--- src/rtl/svl_pkg.sv ---
// ----------------------------------------------------------------------------
// svl_pkg
// Shared types and codes for the sorted value list unit.
// ----------------------------------------------------------------------------
package svl_pkg;

    localparam int VAL_W = 32;

    // action codes carried in s_tuser
    localparam logic [1:0] ACT_INSERT = 2'd0;
    localparam logic [1:0] ACT_DELETE = 2'd1;
    localparam logic [1:0] ACT_SEARCH = 2'd2;

    typedef enum logic [1:0] {
        ST_DONE      = 2'd0,
        ST_NOT_FOUND = 2'd1,
        ST_EMPTY     = 2'd2,
        ST_FULL      = 2'd3
    } t_status;

    // broadcast to every cell in the row
    typedef struct packed {
        logic                    ins;
        logic                    del;
        logic signed [VAL_W-1:0] key;
    } t_cell_ctrl;

    // per-cell status back to the top level
    typedef struct packed {
        logic valid;
        logic lt;   // holds a value below the key
        logic bnd;  // first cell not below the key
        logic hit;  // boundary cell holds the key itself
    } t_cell_stat;

endpackage

--- src/rtl/sorted_value_list_unit.sv ---
// ----------------------------------------------------------------------------
// sorted_value_list_unit
// Ascending store of signed values with insert, delete and search, built as
// a row of compare-and-shift cells.
// ----------------------------------------------------------------------------
//  channel | dir | tdata (low bit up)                           | tuser
//  s_      | in  | item_value[31:0]                             | action[1:0]
//  m_      | out | status, position, entry_count,               | -
//          |     | smallest_value, smallest_valid, zero pad     |
//
//  For every item, all cells compare against the key in
//  parallel and shift by one slot in the same edge; the result lands in the
//  output register. One item per cycle while m_tready is high.
//  s_tready drops only while a result waits and m_tready is low.
//  Reset (synchronous, active low) empties the row; no clearing pass.
// ----------------------------------------------------------------------------
module sorted_value_list_unit #(
    parameter int CAPACITY = 16
) (
    input  logic        i_clk,
    input  logic        i_rst_n,
    input  logic        s_tvalid,
    output logic        s_tready,
    input  logic [31:0] s_tdata,   // item_value[31:0]
    input  logic [1:0]  s_tuser,   // action[1:0]
    output logic        m_tvalid,
    input  logic        m_tready,
    output logic [47:0] m_tdata    // status[1:0], position[5:2], entry_count[10:6],
                                   // smallest_value[42:11], smallest_valid[43], 0[47:44]
);
    import svl_pkg::*;

    localparam int PW = (CAPACITY > 1) ? $clog2(CAPACITY) : 1;
    localparam int CW = $clog2(CAPACITY + 1);

    logic signed [VAL_W-1:0] w_value   [CAPACITY];
    logic signed [VAL_W-1:0] w_nvalue  [CAPACITY];
    logic                    w_nvalid  [CAPACITY];
    t_cell_stat              w_stat    [CAPACITY];
    t_cell_ctrl              w_ctrl;

    logic          w_accept;
    logic          w_found;
    logic [PW-1:0] w_pos;
    logic          w_full;
    logic          w_empty;
    t_status       w_status;
    logic [PW-1:0] w_res_pos;
    logic          w_ins;
    logic          w_del;

    logic [CW-1:0] r_count;
    logic [CW-1:0] n_count;
    logic          r_m_valid;
    logic [47:0]   r_m_data;
    logic [47:0]   n_m_data;

    logic [PW+3:0] w_pos_ext;
    logic [CW+4:0] w_cnt_ext;
    logic signed [VAL_W-1:0] w_smallest;

    assign s_tready = !r_m_valid || m_tready;
    assign w_accept = s_tvalid && s_tready;

    assign w_ctrl.ins = w_accept && w_ins;
    assign w_ctrl.del = w_accept && w_del;
    assign w_ctrl.key = $signed(s_tdata);

    genvar g;
    generate
        for (g = 0; g < CAPACITY; g++) begin : g_cell
            logic signed [VAL_W-1:0] w_lv;
            logic signed [VAL_W-1:0] w_rv;
            logic                    w_lvld;
            logic                    w_llt;
            logic                    w_rvld;
            if (g == 0) begin : g_first
                assign w_lv   = '0;
                assign w_lvld = 1'b1;
                assign w_llt  = 1'b1;
            end else begin : g_mid
                assign w_lv   = w_value[g-1];
                assign w_lvld = w_stat[g-1].valid;
                assign w_llt  = w_stat[g-1].lt;
            end
            if (g == CAPACITY - 1) begin : g_last
                assign w_rv   = '0;
                assign w_rvld = 1'b0;
            end else begin : g_inner
                assign w_rv   = w_value[g+1];
                assign w_rvld = w_stat[g+1].valid;
            end
            svl_cell u_cell (
                .i_clk         (i_clk),
                .i_rst_n       (i_rst_n),
                .i_ctrl        (w_ctrl),
                .i_left_value  (w_lv),
                .i_left_valid  (w_lvld),
                .i_left_lt     (w_llt),
                .i_right_value (w_rv),
                .i_right_valid (w_rvld),
                .o_value       (w_value[g]),
                .o_stat        (w_stat[g]),
                .o_next_value  (w_nvalue[g]),
                .o_next_valid  (w_nvalid[g])
            );
        end
    endgenerate

    // boundary is one-hot (or absent when every cell is below the key)
    always_comb begin
        w_found = 1'b0;
        w_pos   = '0;
        for (int i = 0; i < CAPACITY; i++) begin
            w_found = w_found | w_stat[i].hit;
            w_pos   = w_pos | (w_stat[i].bnd ? PW'(i) : '0);
        end
    end

    assign w_full  = w_stat[CAPACITY-1].valid;
    assign w_empty = !w_stat[0].valid;

    always_comb begin
        w_status  = ST_DONE;
        w_res_pos = '0;
        w_ins     = 1'b0;
        w_del     = 1'b0;
        case (s_tuser)
            ACT_INSERT: begin
                if (w_full) begin
                    w_status = ST_FULL;
                end else begin
                    w_res_pos = w_pos;
                    w_ins     = 1'b1;
                end
            end
            ACT_DELETE, ACT_SEARCH: begin
                if (w_empty) begin
                    w_status = ST_EMPTY;
                end else if (!w_found) begin
                    w_status = ST_NOT_FOUND;
                end else begin
                    w_res_pos = w_pos;
                    w_del     = (s_tuser == ACT_DELETE);
                end
            end
            default: begin
                w_status = ST_DONE;
            end
        endcase
    end

    always_comb begin
        n_count = r_count;
        if (w_ctrl.ins) begin
            n_count = r_count + CW'(1);
        end else if (w_ctrl.del) begin
            n_count = r_count - CW'(1);
        end
    end

    assign w_pos_ext  = {4'b0, w_res_pos};
    assign w_cnt_ext  = {5'b0, n_count};
    assign w_smallest = w_nvalid[0] ? w_nvalue[0] : '0;

    assign n_m_data = {4'b0, w_nvalid[0], w_smallest, w_cnt_ext[4:0],
                       w_pos_ext[3:0], w_status};

    always_ff @(posedge i_clk) begin
        if (w_accept) begin
            r_m_data <= n_m_data;
        end
        if (!i_rst_n) begin
            r_count   <= '0;
            r_m_valid <= 1'b0;
        end else begin
            r_count <= n_count;
            if (w_accept) begin
                r_m_valid <= 1'b1;
            end else if (m_tready) begin
                r_m_valid <= 1'b0;
            end
        end
    end

    assign m_tvalid = r_m_valid;
    assign m_tdata  = r_m_data;

    a_count_range: assert property (@(posedge i_clk) disable iff (!i_rst_n)
        r_count <= CW'(CAPACITY))
        else $error("entry count above capacity");

    a_count_row: assert property (@(posedge i_clk) disable iff (!i_rst_n)
        (r_count != '0) == w_stat[0].valid)
        else $error("entry count disagrees with first cell");

    a_full_row: assert property (@(posedge i_clk) disable iff (!i_rst_n)
        (r_count == CW'(CAPACITY)) == w_stat[CAPACITY-1].valid)
        else $error("entry count disagrees with last cell");

    a_insert_grows: assert property (@(posedge i_clk) disable iff (!i_rst_n)
        (w_accept && s_tuser == ACT_INSERT && !w_full)
        |=> (r_count == $past(r_count) + CW'(1)))
        else $error("insert did not grow the list");

endmodule

--- src/rtl/svl_cell.sv ---
// ----------------------------------------------------------------------------
// svl_cell
// One slot of the ordered row: compares its entry with the key and shifts
// toward or away from its neighbors on insert and delete.
// ----------------------------------------------------------------------------
module svl_cell (
    input  logic                                    i_clk,
    input  logic                                    i_rst_n,
    input  svl_pkg::t_cell_ctrl                     i_ctrl,
    input  logic signed [svl_pkg::VAL_W-1:0]        i_left_value,
    input  logic                                    i_left_valid,
    input  logic                                    i_left_lt,
    input  logic signed [svl_pkg::VAL_W-1:0]        i_right_value,
    input  logic                                    i_right_valid,
    output logic signed [svl_pkg::VAL_W-1:0]        o_value,
    output svl_pkg::t_cell_stat                     o_stat,
    output logic signed [svl_pkg::VAL_W-1:0]        o_next_value,
    output logic                                    o_next_valid
);
    import svl_pkg::*;

    logic signed [VAL_W-1:0] r_value;
    logic                    r_valid;
    logic signed [VAL_W-1:0] n_value;
    logic                    n_valid;
    logic                    w_lt;

    assign w_lt = r_valid && (r_value < i_ctrl.key);

    always_comb begin
        n_value = r_value;
        n_valid = r_valid;
        if (i_ctrl.ins && !w_lt) begin
            // boundary cell takes the key, cells above it take the left entry
            n_value = i_left_lt ? i_ctrl.key : i_left_value;
            n_valid = r_valid | i_left_valid;
        end else if (i_ctrl.del && !w_lt) begin
            n_value = i_right_value;
            n_valid = i_right_valid;
        end
    end

    always_ff @(posedge i_clk) begin
        r_value <= n_value;
        if (!i_rst_n) begin
            r_valid <= 1'b0;
        end else begin
            r_valid <= n_valid;
        end
    end

    assign o_value      = r_value;
    assign o_next_value = n_value;
    assign o_next_valid = n_valid;
    assign o_stat.valid = r_valid;
    assign o_stat.lt    = w_lt;
    assign o_stat.bnd   = i_left_lt && !w_lt;
    assign o_stat.hit   = i_left_lt && !w_lt && r_valid && (r_value == i_ctrl.key);

endmodule
--- config.mk ---
export PLATFORM = sky130hd
export DESIGN_NAME = sorted_value_list_unit
export DESIGN_NICKNAME = d
export VERILOG_FILES = /design/src/rtl/svl_pkg.sv /design/src/rtl/sorted_value_list_unit.sv /design/src/rtl/svl_cell.sv
export SDC_FILE = /design/constraint.sdc
export NUM_CORES = 2
export LEC_CHECK = 0
export BUFFER_PORTS_ARGS = -buffer_cell sky130_fd_sc_hd__buf_2
export CORE_ASPECT_RATIO = 0.7
export CORE_UTILIZATION = 40
export DETAILED_ROUTE_END_ITERATION = 12
export GPL_ROUTABILITY_DRIVEN = 0
export PLACE_DENSITY_LB_ADDON = 0.1
export SLEW_MARGIN = 20
export SYNTH_ARGS = -nofsm -noshare
export SYNTH_HDL_FRONTEND = slang
export SYNTH_SLANG_ARGS = --single-unit
--- constraint.sdc ---
create_clock -name i_clk -period 18.8 [get_ports i_clk]
set_input_delay 3.76 -clock i_clk [delete_from_list [all_inputs] [get_ports i_clk]]
set_output_delay 3.76 -clock i_clk [all_outputs]
set_load 0.05 [all_outputs]
* Word-level counts from Yosys, hierarchy flattened *
Index checks and enable logic that the tools add are counted.

storage, ports and cells
  register bits after elaboration = 578
  bits in latches = 0
  bits in writable memories = 0
  memory bits (read-only) = 0
  bits of input ports = 38
  memories = 0

operators by class
  $add $sub $neg = 2
  multiply operators = 0
  div/mod/pow operators = 0
  $lt $le $gt $ge = 16
  equality and inequality tests = 18
  shifts and indexed selects = 0
  mux-type cells = 111
  bitwise logic cells = 44
  reductions and logical operators = 134

operator list
  operator                                                               count
  32-bit two-way mux                                                     47
  32-bit equality test                                                   16
  32-bit less-than comparator                                            16
  1-bit logical AND                                                      98
  4-bit two-way mux                                                      11
  1-bit two-way mux                                                      41
  2-bit nonzero test                                                     16
  1-bit bitwise OR                                                       30
  4-bit bitwise OR                                                       7
  1-bit zero test                                                        17
  3-bit two-way mux                                                      4
  5-bit two-way mux                                                      2
  3-bit bitwise OR                                                       3
  2-bit two-way mux                                                      4
  4-bit one-hot mux with 2 select lines                                  1
  5-bit by 1-bit adder with 5-bit output, second input constant          1
  5-bit by 1-bit subtractor with 5-bit output, second input constant     1
  3-bit by 4-bit bitwise OR with 4-bit output                            1
  2-bit one-hot mux with 2 select lines                                  1
  2-bit by 3-bit bitwise OR with 3-bit output                            1
  2-bit by 1-bit equality test with 1-bit output, second input constant  1
  2-bit equality test, second input constant                             1
  2-bit zero test                                                        1
  1-bit by 2-bit bitwise OR with 2-bit output                            1
  other kinds (3)                                                        3

* Logic depth before layout (Yosys ltp) *
  depth after elaboration = 28
  mapped depth = 16
  depth with buffers taken out = 14

* Modules after synthesis *
Synthesis repeated with hierarchy kept, for this count alone.

second synthesis, totals
  cells, all modules = 5056
  area, all modules = 46081.7 um^2

by module, submodules not included
  module                           times used  cells an instance  area each (um^2)  seq. area each (um^2)
  svl_cell (g_cell[0].u_cell ...)  15          305                2731.4            660.6
  svl_cell (g_cell[9].u_cell)      1           315                2852.7            660.6
  sorted_value_list_unit           1           166                2258.4            1441.4

* Worst setup path before layout *
OpenSTA, ideal clock, no wires.

  path kind = in2reg
  start = in s_tdata[25]
  end = reg g_cell[15].u_cell.r_value[0] (enable)
  setup time = 0.470 ns
  arrival = 9.217 ns
  data required time = 18.330 ns
  slack = 9.114 ns
  stages = 13
  buffers on the path = 0
  cell sequence = inv_1 > ha_1 > a21o_1 > a221o_1 > a221oi_1 > o21ai_0 > a21oi_1 > mux2i_1 > or3b_1 > nand4_1 > nor4_4 > or2_1 > o31ai_1

between the ends
  cells in the longest elaborated chain, start to end = 27

RTL lines
  item                              RTL line                       RTL
  from (decl)                       sorted_value_list_unit.sv:24   input logic [31:0] s_tdata,
  32-bit less-than comparator       svl_cell.sv:28                 assign w_lt = r_valid && (r_value < i_ctrl.key);
  1-bit logical AND                 svl_cell.sv:28
  1-bit zero test                   svl_cell.sv:58                 assign o_stat.hit = i_left_lt && !w_lt && r_valid && (r_value == i_ctrl.key);
  1-bit logical AND (3 in series)   svl_cell.sv:58
  1-bit bitwise OR (15 in series)   sorted_value_list_unit.sv:115  w_found = w_found | w_stat[i].hit;
  1-bit two-way mux                 sorted_value_list_unit.sv:140  end else if (!w_found) begin
  1-bit two-way mux                 sorted_value_list_unit.sv:138  if (w_empty) begin
  1-bit two-way mux                 sorted_value_list_unit.sv:128  case (s_tuser)
  1-bit logical AND                 sorted_value_list_unit.sv:66   assign w_ctrl.del = w_accept && w_del;
  1-bit logical AND                 svl_cell.sv:37                 end else if (i_ctrl.del && !w_lt) begin
  2-bit nonzero test (no line) (*)  -
  to (signal assigned)              svl_cell.sv:44                 r_value <= n_value;
  to (decl)                         svl_cell.sv:22                 logic signed [VAL_W-1:0] r_value;

Mark *: on every way between the ends. The rest lies on a longest branch, timed or not.
A chain may end at the register's enable or synchronous reset.

* Final worst setup path *
  start = in s_tdata[14]
  end = reg g_cell[5].u_cell.r_value[12] (enable)

between the ends
  cells in the longest elaborated chain, start to end = 27

RTL lines
  item                              RTL line
  32-bit less-than comparator       svl_cell.sv:28
  1-bit logical AND                 svl_cell.sv:28
  1-bit zero test                   svl_cell.sv:58
  1-bit logical AND (3 in series)   svl_cell.sv:58
  1-bit bitwise OR (15 in series)   sorted_value_list_unit.sv:115
  1-bit two-way mux                 sorted_value_list_unit.sv:140
  1-bit two-way mux                 sorted_value_list_unit.sv:138
  1-bit two-way mux                 sorted_value_list_unit.sv:128
  1-bit logical AND                 sorted_value_list_unit.sv:66
  1-bit logical AND                 svl_cell.sv:37
  2-bit nonzero test (no line) (*)  -
  to (signal assigned)              svl_cell.sv:44
  to (decl)                         svl_cell.sv:22

Marks and branches as above.

==> flow_metrics.tcl <==
set metrics [dict create \
    start_util_pct 40.59 \
    cp.required_ns 19.07 \
    cts_max_level 3 \
    power_uw 3384 \
    clkTransAtPathRegs_ns 0.06 \
    mostFrequentLayoutCell "nor2_1" \
    drc 0 \
    pwr_density_cell_nw_per_um2 74.85 \
    clk_latency_ns 0.66 \
    grt_pass1_vias 31750 \
    drv_slew 0 \
    slew_headroom_pct 15.91 \
    synth_seq_area_share_pct 41.23 \
    crit_chain "buf_2 > inv_1 > ha_1 > nand4_1 > nor4_1 > o21ai_0 > o2111ai_1 > a21oi_1 > mux2_2 > o32a_1 > o221ai_1 > nor4_4 > nor2_1 > nor2_4 > nor2_4" \
    overflow 0 \
    status "finished, final reports clean" \
    fillers 9749 \
    mostFrequentLayoutCells "nor2_1, a21oi_1, edfxtp_1, ha_1, nand2_1" \
    ys_types 86 \
    wl_per_cell_um 25.15 \
    cts_setup_buffers 0 \
    place_hpwl_um 109200 \
    worst_hold_path_type "flip-flop to flip-flop" \
    vias_per_cell 5.933 \
    regArea_sq_um 16820 \
    fmax_mhz 102.5 \
    startpoint_type "primary input" \
    critPathKind "primary input to flip-flop" \
    antenna_found_initial 14 \
    cpPeakStageDelay_ns 0.92 \
    p_seq_share_pct 44.8 \
    die_area_sq_um 103300 \
    io_buffers 83 \
    startpoint "s_tdata[14]" \
    tns_ns 0 \
    p_clk_share_pct 39.5 \
    reg2reg_from "g_cell[14].u_cell.o_value[9]" \
    skew_ns 0.02343 \
    ant_nets 0 \
    initialDrtViolationCount 3443 \
    vias 34050 \
    worstMarginPinSlew_ns 1.250 \
    first_pass_iters 6 \
    wl_um 144300 \
    final_area_sq_um 45210 \
    fp.coreArea_sq_um 100500 \
    crit_arrival_ns 10.03 \
    grt_pass1_wl_um 213300 \
    combPwrFrac_pct 15.7 \
    grt_setup_unrepaired "no" \
    clock_sinks 578 \
    cts_tree "built" \
    synth_area_per_cell_sq_um 9.423 \
    cp_common_cell "nor2_4" \
    swShare_pct 29.02 \
    post-route-period-util_pct 51.89 \
    final_layout_size_suffix_gt1_share_pct 9.240 \
    slowest_stage "nor4_1" \
    endpoint_kind "flip-flop" \
    die_x_um 383.7 \
    grt_max_degree 66 \
    post_dp_cell_area_sq_um 43000 \
    cts_root_buf "clkbuf_16" \
    hold_path.startpoint "r_count[4]" \
    fp.dieH_um 269.2 \
    synthCells 4329 \
    syn2layout_area_growth_pct 10.84 \
    hold_buffers 0 \
    synth_edf_count 524 \
    grt_usage_pct 27.43 \
    p_leak_uw 0.01782 \
    period_minus_slack_ns 9.755 \
    switchingPower_uw 981.9 \
    fin_nets 4900 \
    io_pins 88 \
    yosys_most_used_dff "edfxtp_1" \
    yosysWarningCount 0 \
    cts_made_buffers 68 \
    power.internal_uw 2402 \
    cp_max_fo 32 \
    final_core_util_pct 44.99 \
    hold_viol_final 0 \
    ctsResizeCount 0 \
    multi_input_area_sq_um 23100 \
    ys_seq_elements 578 \
    synth_area_sq_um 40790 \
    maxCapViolCount 0 \
    setup_viol 0 \
    clk_path_buf_depth 3 \
    placementRows 97 \
    async_flop_share_pct 0 \
    ir_worst_vdd_mv 0.05479 \
]
## synthesized netlist by cell type (6+ instances only)
library cell	n	area (sq um)
a211o_1	9	78.83
o31ai_1	6	45.04
edfxtp_1	524	15740
nand2_1	409	1535
xnor2_1	9	78.83
mux2_4	30	450.4
a221o_1	9	90.09
and3_1	11	68.82
inv_1	82	307.8
a31oi_1	67	419.2
a221oi_1	11	96.34
o311a_1	13	130.1
nor3_2	31	310.3
o21ai_0	196	980.9
nand4_1	110	688.2
and2_1	6	37.54
buf_1	17	63.81
nor2_1	728	2733
o21a_1	6	45.04
dfxtp_1	54	1081
a21o_1	96	720.7
and4_1	10	87.58
nor2b_1	19	118.9
ha_1	517	6469
a211oi_1	9	67.56
a21boi_0	7	52.55
nand2b_1	17	106.4
a21oi_1	615	3078
clkbuf_1	204	765.7
or3_1	6	37.54
nor3_1	33	165.2
nand3_1	61	305.3
o31a_1	6	52.55
o211ai_1	7	52.55
nor4_1	25	156.4
mux2i_1	268	2683
## state kept, by name (all words and copies together), names as in the netlist
name and flops:
g_cell.u_cell.o_value 512, r_count 5, g_cell.u_cell.r_valid 16, m_tdata 44, m_tvalid 1
## worst paths after layout
kind,to,slack [ns],cells after the start
setup / recovery,g_cell[5].u_cell.o_value[12],9.05,15
hold / removal,r_count[4],0.50,2
setup reg to reg,g_cell[5].u_cell.o_value[12],12.57,13
hold reg to reg,r_count[4],0.50,2
## worst max-delay path, delay by kind of cell
kind | cells | cell delay [ns]
muxes | 1 | 0.48
and+or+nand+nor | 6 | 3.26
buffers and inverters | 2 | 0.73
adders and majority gates | 1 | 0.50
AOI/OAI and AO/OA | 5 | 1.22
## routing by layer
metal	routed length (um)	up-vias	track usage, %
li1	-	16040	-
met1	74830	16670	44.73
met2	55750	1196	36.17
met3	11430	140	5.997
met4	2109	8	4.550
met5	214	-	1.157
## cells by family (layout without fill, tap and decap cells)
family,Yosys count,count (layout),share of synthesized area (%)
AO/OA/AOI/OAI,1101,1101,15.51
flip-flops,578,578,41.23
multiplexers,303,303,7.819
other,1,13,0.009193
XOR/XNOR,10,10,0.2147
adder cells (fa/ha/maj),517,517,15.86
AND/OR/NAND/NOR,1501,1501,16.33
buffers and inverters,318,380,3.034
## metrics by stage
step	cells	setup WS (ns)	hold slack (ns)
floorplan	4332	9.114	0.4584
global placement	5609	8.783	0.4761
detailed placement	5609	8.593	0.4876
CTS	5728	9.262	0.4994
global route	5739	8.944	0.5454
finish	5739	9.045	0.4987
## power by group through the flow
stage | Sequential [uW] | Combinational (uW) | Clock, uW
2_1_floorplan | 1540 | 333 | 0
3_3_place_gp | 1540 | 513 | 0
3_5_place_dp | 1540 | 519 | 0
4_1_cts | 1510 | 523 | 1360
5_1_grt | 1520 | 586 | 1410
6_report | 1520 | 531 | 1340
## area by class of cell
type	count	area share, %
timing repair buffer	176	2.518
tap	1336	3.697
inverter	85	0.7057
multi-input combinational	3436	51.09
sequential	578	37.19
clock buffer	100	4.552
clock inverter	19	0.1937
antenna	9	0.04981
(Power assumes the default switching activity.)
